File: config.mk
export PLATFORM = sky130hd
export DESIGN_NAME = vhoc_ram
export DESIGN_NICKNAME = d
export VERILOG_FILES = /design/src/design/vhoc_ram.sv
export SDC_FILE = /design/constraint.sdc
export NUM_CORES = 1
export LEC_CHECK = 0
export BUFFER_PORTS_ARGS = -buffer_cell sky130_fd_sc_hd__buf_2
export CORE_MARGIN = 1
export CORE_UTILIZATION = 48
export CTS_CLUSTER_SIZE = 30
export DETAILED_ROUTE_END_ITERATION = 7
export SLEW_MARGIN = 20
export SYNTH_ARGS = -nofsm -noshare
export SYNTH_HDL_FRONTEND = slang
export SYNTH_SLANG_ARGS = --single-unit
export TNS_END_PERCENT = 1
File: constraint.sdc
create_clock -name clk -period 2.4 [get_ports clk]
set_clock_uncertainty 0.2 [all_clocks]
set_input_delay 0.12 -clock clk [delete_from_list [all_inputs] [get_ports clk]]
set_output_delay 0.12 -clock clk [all_outputs]
set_load 0.1 [all_outputs]
File: src/design/vhoc_ram.sv
// ----------------------------------------------------------------------------
// vhoc_ram
// Generic simple dual-port RAM, one write port, one registered read port.
// ----------------------------------------------------------------------------
module vhoc_ram #(
  parameter int WIDTH = 8,
  parameter int DEPTH = 16
) (
  input  logic                     clk,
  input  logic                     we,
  input  logic [$clog2(DEPTH)-1:0] waddr,
  input  logic [WIDTH-1:0]         wdata,
  input  logic                     re,
  input  logic [$clog2(DEPTH)-1:0] raddr,
  output logic [WIDTH-1:0]         rdata
);

  logic [WIDTH-1:0] mem [DEPTH];

  always_ff @(posedge clk) begin
    if (we) begin
      mem[waddr] <= wdata;
    end
    if (re) begin
      rdata <= mem[raddr];
    end
  end

endmodule

==> out/results.tsv, run 1 <==
stage	metric	value	unit
synthesis	post-synth top area share	78.1	%
synthesis	sequential area share after synthesis	78.1	%
worst_setup_path	worst reg-to-reg path cell count	3	
synthesis	count leader, synth	edfxtp_1	
synthesis	share of flip-flops with an asynchronous set or reset	0	%
synthesis	Top FF cell, synth	edfxtp_1	
worst_setup_path	critical-path maximum fanout	8	
clock_network	CTS root buf	clkbuf_8	
sta	final setup TNS	0	ns
clock_network	Post-CTS Hold Buffers	12	
worst_setup_path	reg-to-reg slack, setup	0.65	ns
routing	Total Wirelength	9.72	mm
routing	via count	2475	
sta	Final Hold Viols	0	
synthesis	Yosys Warn Count	0	
global_route	largest net degree at the start of global routing	22	
worst_setup_path	startpoint types	input port	
sta	max-slew violations	0	
worst_setup_path	reg-to-reg startpoint	mem[0][7]	
final_layout	share of layout cells above drive strength 1	29.4	%
global_route	GRT Overall Usage	19.8	%
synthesis	Synth Cell Area	0.00523	mm^2
worst_setup_path	Worst Setup EP	mem[0][1]	
clock_network	CTS tree	built	
status	status	finished clean	
routing	Vias per Instance	5.56	
routing	DR iter-0 viols	183	
routing	Residual DRC	0	
worst_setup_path	Critical Path Start	waddr[1]	
placement	routability cong.	0.710	
worst_hold_path	worst min path class	input port to flop	
final_layout	Layout Nets	316	
worst_setup_path	reg2reg end	rdata[7]	
routing	routed length per instance	21.8	um
worst_setup_path	Worst Path Arrival	1.78	ns
die	Die ar.	0.0113	mm^2
worst_setup_path	Crit. End Element	flop	
sta	Final WS setup	0.630	ns
sta	fmax	565	MHz
synthesis	area leader, netlist	edfxtp_1	
final_layout	area occupied by multi-input gates	0.00106	mm^2
power	total power	5.34	mW
global_route	initial antenna violation count	0	
die	Starting Density	50.0	%
sta	Worst slew margin	66.3	%
placement	dpl ws	0.372	ns
power	pwr/cell area	850	mW/mm^2
clock_network	Worst-path clk slew	0.05	ns
synthesis	post-synth cell types	18	
die	Die X	106	um
synthesis	synth top area cells	edfxtp_1, mux4_2, mux4_1, a22oi_1, nor2_1	
placement	Detail Placement HPWL	5.98	mm
power	Worst IR Drop VDD	463	uV
sta	final setup vio count	0	
final_layout	Area Growth Syn to Fin	20.1	%
placement	Port Buf Inserts	26	
sta	Tmin final	1.77	ns
die	Die Height	106	um
power	P_leak	2.14	nW
clock_network	Clock Path Buffers	2	
synthesis	EDFF count, synth	136	
worst_setup_path	Setup CP Type	input port to flop	
routing	DRT Pass-1 Iters	5	
global_route	grt total ovfl	0	
clock_network	post-cts sizing count	0	
global_route	vias in the first global route	2583	
synthesis	Gate Count Post-Synth	229	
clock_network	setup bufs post-CTS	0	
sta	hold_ws	0.0713	ns
die	Core Area	0.0105	mm^2
clock_network	clock buffer count from CTS	17	
synthesis	Syn Nets	248	
job	max-capacitance violation count	0	
final_layout	post-route insts no fill	445	
final_layout	# diodes	0	
placement	placed insts	402	
die	Core Rows	37	
clock_network	CTS HTree Levels	4	
final_layout	fill count	776	
clock_network	CTS Sinks	136	
final_layout	Sequential Area	0.00408	mm^2
synthesis	mean cell area of the mapped netlist	22.8	um^2
global_route	first-pass GRT wire length	15.3	mm
synthesis	Synth top cells by count	edfxtp_1, mux4_2, a22oi_1	
die	Top Ports	27	
sta	RSZ-0062 raised after global routing	no	
sta	Worst-Margin Slew	0.505	ns
synthesis	FF+latch count, synth	136	
sta	Final period util	73.7	%
worst_setup_path	required time of the critical path	2.41	ns
routing	Final ANT Viol Nets	0	
clock_network	later-pin clock latency in the skew report	0.51	ns
routing by layer:
layer	share of wire [%]	track usage, %
met5	0	0
met3	6.7	5.76
met2	48	29.5
met1	44	27.3
met4	1.9	8.73
where the power goes:
group | internal [mW] | leakage [nW] | total (mW) | switching [mW]
logic | 0.119 | 0.646 | 0.339 | 0.221
registers | 2.68 | 1.24 | 2.69 | 0.0139
clock network | 1.44 | 0.257 | 2.30 | 0.860
stage by stage:
step,util [%],cell area [um^2]
after CTS,60.0,6280
final,60.0,6280
after detailed placement,53.8,5620
after global placement,53.8,5620
after floorplan,-,5230
after global routing,60.0,6280
cells by family (layout without fill, tap and decap cells):
group / after synthesis / count (layout) / synth area share (%)
flops: 136 / 136 / 78.1
buf+inv: 10 / 90 / 1.65
mux: 32 / 32 / 14.8
simple gates: 35 / 35 / 3.14
compound gates: 16 / 16 / 2.30
cell type report:
class,instances,share of cell area [%]
Tap cell,136,2.71
Clock inverter,12,1.75
Multi-Input combinational cell,83,16.8
Clock buffer,19,6.72
Timing Repair Buffer,59,6.90
Sequential cell,136,65.1
state kept, by name (all words and copies together) (netlist names):
signal	cells
rdata	8
mem	128
layout by cell type (no fill, tap or decap), types with 4 or more instances in the layout:
master / n
nor3_1: 4
nor2_1: 13
clkinv_1: 4
buf_4: 19
buf_2: 26
a22oi_1: 16
clkbuf_16: 16
clkinv_2: 4
nand2_1: 9
mux4_2: 18
dlygate4sd3_1: 12
mux4_1: 14
edfxtp_1: 136
worst max-delay path, cell delays in order:
cell           delay [ns]
dlygate4sd3_1        0.53
buf_2                0.16
nor3_1               0.19
dlygate4sd3_1        0.58
buf_4                0.19
worst min-delay path by stage:
stage,startpoint,endpoint,slack (ns),cells past startpoint
after floorplan,wdata[0],mem[0][0],0.02,0
after global routing,waddr[2],mem[15][6],0.06,4
final,waddr[3],mem[1][5],0.07,4
after CTS,waddr[2],mem[1][5],0.04,4
after detailed placement,wdata[2],mem[13][2],0.32,1
after global placement,wdata[0],mem[4][0],0.31,1
No activity file was read; power rests on OpenSTA's default activity.
==> inputs of run 2 (changes only) <==
- PLACE_DENSITY: unset -> 0.67
- clock period: 2.4 -> 1.5 ns (I/O delays scaled with it)
==> run 2 against run 1 <==
- via count rose by 2.7%
- setup slack lost 0.75 ns
- the flow now finishes with violations (setup timing)
- clock power increased by 77%
- die area unchanged
- highest routed layer unchanged
- flip-flop and latch count stayed put
- power up 69%
==> out/results.tsv, run 2 (synthesis gave the netlist of run 1 again) <==
stage	metric	value	unit	change
sta	Worst-Margin Slew	0.997	ns	+0.492 ns
worst_setup_path	crit-path cells	mux4_2 > a22oi_2 > nand2_1		
placement	Placement Cell Area	0.00567	mm^2	+0.87%
placement	dpl ws	-0.364	ns	-0.736 ns
final_layout	fin util	61.6	%	+1.6 points
die	Core Rows	37		unchanged
status	violated checks	setup timing		
placement	routability cong.	0.739		+4.1%
clock_network	CTS tree	built		
power	pwr/cell area	1400	mW/mm^2	+64%
sta	final setup TNS	-0.691	ns	-0.691 ns
die	Die X	106	um	unchanged
status	status	complete, but fails checks		
sta	Final Hold Viols	0		unchanged
final_layout	Area Growth Syn to Fin	23.2	%	
placement	placed insts	408		+1.5%
final_layout	most common cell after layout, fill and taps aside	edfxtp_1		
sta	Tmin final	1.62	ns	
final_layout	# diodes	0		unchanged
worst_setup_path	reg-to-reg slack, setup	-0.12	ns	-0.77 ns
job	max-capacitance violation count	0		unchanged
worst_setup_path	required time of the critical path	1.54	ns	-0.87 ns
worst_setup_path	largest stage delay on the critical path	0.49	ns	-0.09 ns
placement	Detail Placement HPWL	5.98	mm	about the same
worst_setup_path	slowest CP cell	mux4_2		
sta	fmax	617	MHz	
global_route	vias in the first global route	2623		+1.5%
global_route	initial antenna violation count	0		unchanged
final_layout	most frequent cells in the layout	edfxtp_1, buf_4, mux4_2		
routing	Final ANT Viol Nets	0		unchanged
final_layout	post-route insts no fill	451		+1.3%
power	P_leak	2.16	nW	+0.87%
clock_network	Worst-path clk slew	0.06	ns	about the same
global_route	GRT Overall Usage	19.7	%	-0.16 points
worst_setup_path	reg2reg end	rdata[1]		
worst_setup_path	Worst Setup EP	rdata[1]		
clock_network	CTS HTree Levels	4		unchanged
final_layout	Largest Register	mem		
final_layout	area occupied by multi-input gates	0.00107	mm^2	+1.5%
final_layout	share of layout cells above drive strength 1	39.7	%	+10 points
worst_setup_path	Critical Path Start	mem[11][1]		
worst_hold_path	worst min path class	input port to flop		
clock_network	Clock Path Buffers	2		unchanged
routing	routed length per instance	22.3	um	+1.9%
die	Starting Density	50.0	%	unchanged
die	Core Area	0.0105	mm^2	unchanged
routing	Vias per Instance	5.63		+1.3%
sta	hold_ws	0.0111	ns	-0.0602 ns
clock_network	later-pin clock latency in the skew report	0.50	ns	about the same
clock_network	CTS root buf	clkbuf_8		
final_layout	Layout Nets	321		+1.6%
sta	max-slew violations	0		unchanged
sta	Worst slew margin	33.4	%	-33 points
routing	Residual DRC	0		unchanged
global_route	first-pass GRT wire length	15.4	mm	+0.86%
placement	Port Buf Inserts	26		unchanged
sta	final setup vio count	8		+8
worst_setup_path	critical-path maximum fanout	1		-7
routing	Total Wirelength	10.0	mm	+3.3%
sta	Final WS setup	-0.120	ns	-0.750 ns
worst_setup_path	startpoint types	flop		
die	Die Height	106	um	unchanged
worst_setup_path	critical path's top delay family	multiplexers		
clock_network	setup bufs post-CTS	0		unchanged
routing	DR iter-0 viols	209		+14%
die	Die ar.	0.0113	mm^2	unchanged
worst_setup_path	Setup CP Type	flop to flop		
global_route	grt total ovfl	0		unchanged
final_layout	fill count	733		-5.5%
worst_setup_path	reg-to-reg startpoint	mem[11][1]		
worst_setup_path	Worst Path Arrival	1.66	ns	-0.12 ns
worst_setup_path	crit path buf inv count	0		-4
routing	via count	2541		+2.7%
clock_network	CTS Sinks	136		unchanged
sta	Final period util	108	%	
routing	DRT Pass-1 Iters	5		unchanged
final_layout	largest registers	mem (128), rdata (8)		
worst_setup_path	Crit. path cell count	3		-2
power	Worst IR Drop VDD	719	uV	+55%
final_layout	Post-Layout Inst Area	0.00644	mm^2	+2.6%
die	Top Ports	27		unchanged
worst_setup_path	Crit. End Element	flop		
worst_setup_path	worst reg-to-reg path cell count	3		unchanged
sta	RSZ-0062 raised after global routing	yes		
power	total power	8.99	mW	+69%
global_route	largest net degree at the start of global routing	17		-23%
final_layout	Sequential Area	0.00408	mm^2	unchanged
final_layout	Largest register FFs	128		unchanged
clock_network	clock buffer count from CTS	17		unchanged
-- run 2: changes by cell type in the layout (fill, tap and decap cells not counted), moves of 4 or more --
cell / before / now
a22oi_1: 16 / 6
a22oi_2: 0 / 10
buf_2: 26 / 18
buf_4: 19 / 30
clkinv_1: 4 / 0
clkinv_2: 4 / 0
clkinv_4: 0 / 6
mux4_1: 14 / 3
mux4_2: 18 / 29
-- run 2: how the worst min path moves through the flow --
stage | end | slack (ns) | from | cells past startpoint
2_1_floorplan | mem[0][0] | -0.03 | wdata[0] | 0
3_3_place_gp | rdata[6] | 0.26 | re | 1
3_5_place_dp | rdata[0] | 0.27 | re | 1
4_1_cts | mem[3][7] | -0.007 | waddr[3] | 4
5_1_grt | mem[0][7] | 0.02 | waddr[3] | 4
6_report | mem[3][4] | 0.01 | waddr[3] | 4
-- run 2: repair_timing --
item | CTS | global route
endpoints found under the setup margin | 16 | 9
hold endpoints to repair | 180 | 0
hold buffers | 11 | 0
pin swaps | 4 | 3
gates resized for setup | 20 | 4
-- run 2: routing by layer --
layer	wire length (um)	up-vias	track usage, %
li1	-	1117	-
met1	4150	1324	26.4
met5	0	-	0
met4	116	0	7.14
met3	672	10	4.60
met2	5110	90	31.7
-- run 2: tightest hold or removal path, cell delays in order --
cell and delay [ns]:
buf_2 0.09, or3b_2 0.15, nor2_1 0.05, buf_4 0.18
-- run 2: layout make-up --
class,instances,area share (%)
clock buffers,19,6.55
clock inverters,13,2.70
multi-input cells,83,16.7
flip-flops and latches,136,63.4
well taps,136,2.64
repair buffers,64,8.02
-- run 2: report_power, final --
group | total, mW | internal (mW) | switching (mW)
clock network | 4.08 | 2.55 | 1.53
logic | 0.606 | 0.231 | 0.375
registers | 4.31 | 4.28 | 0.0248
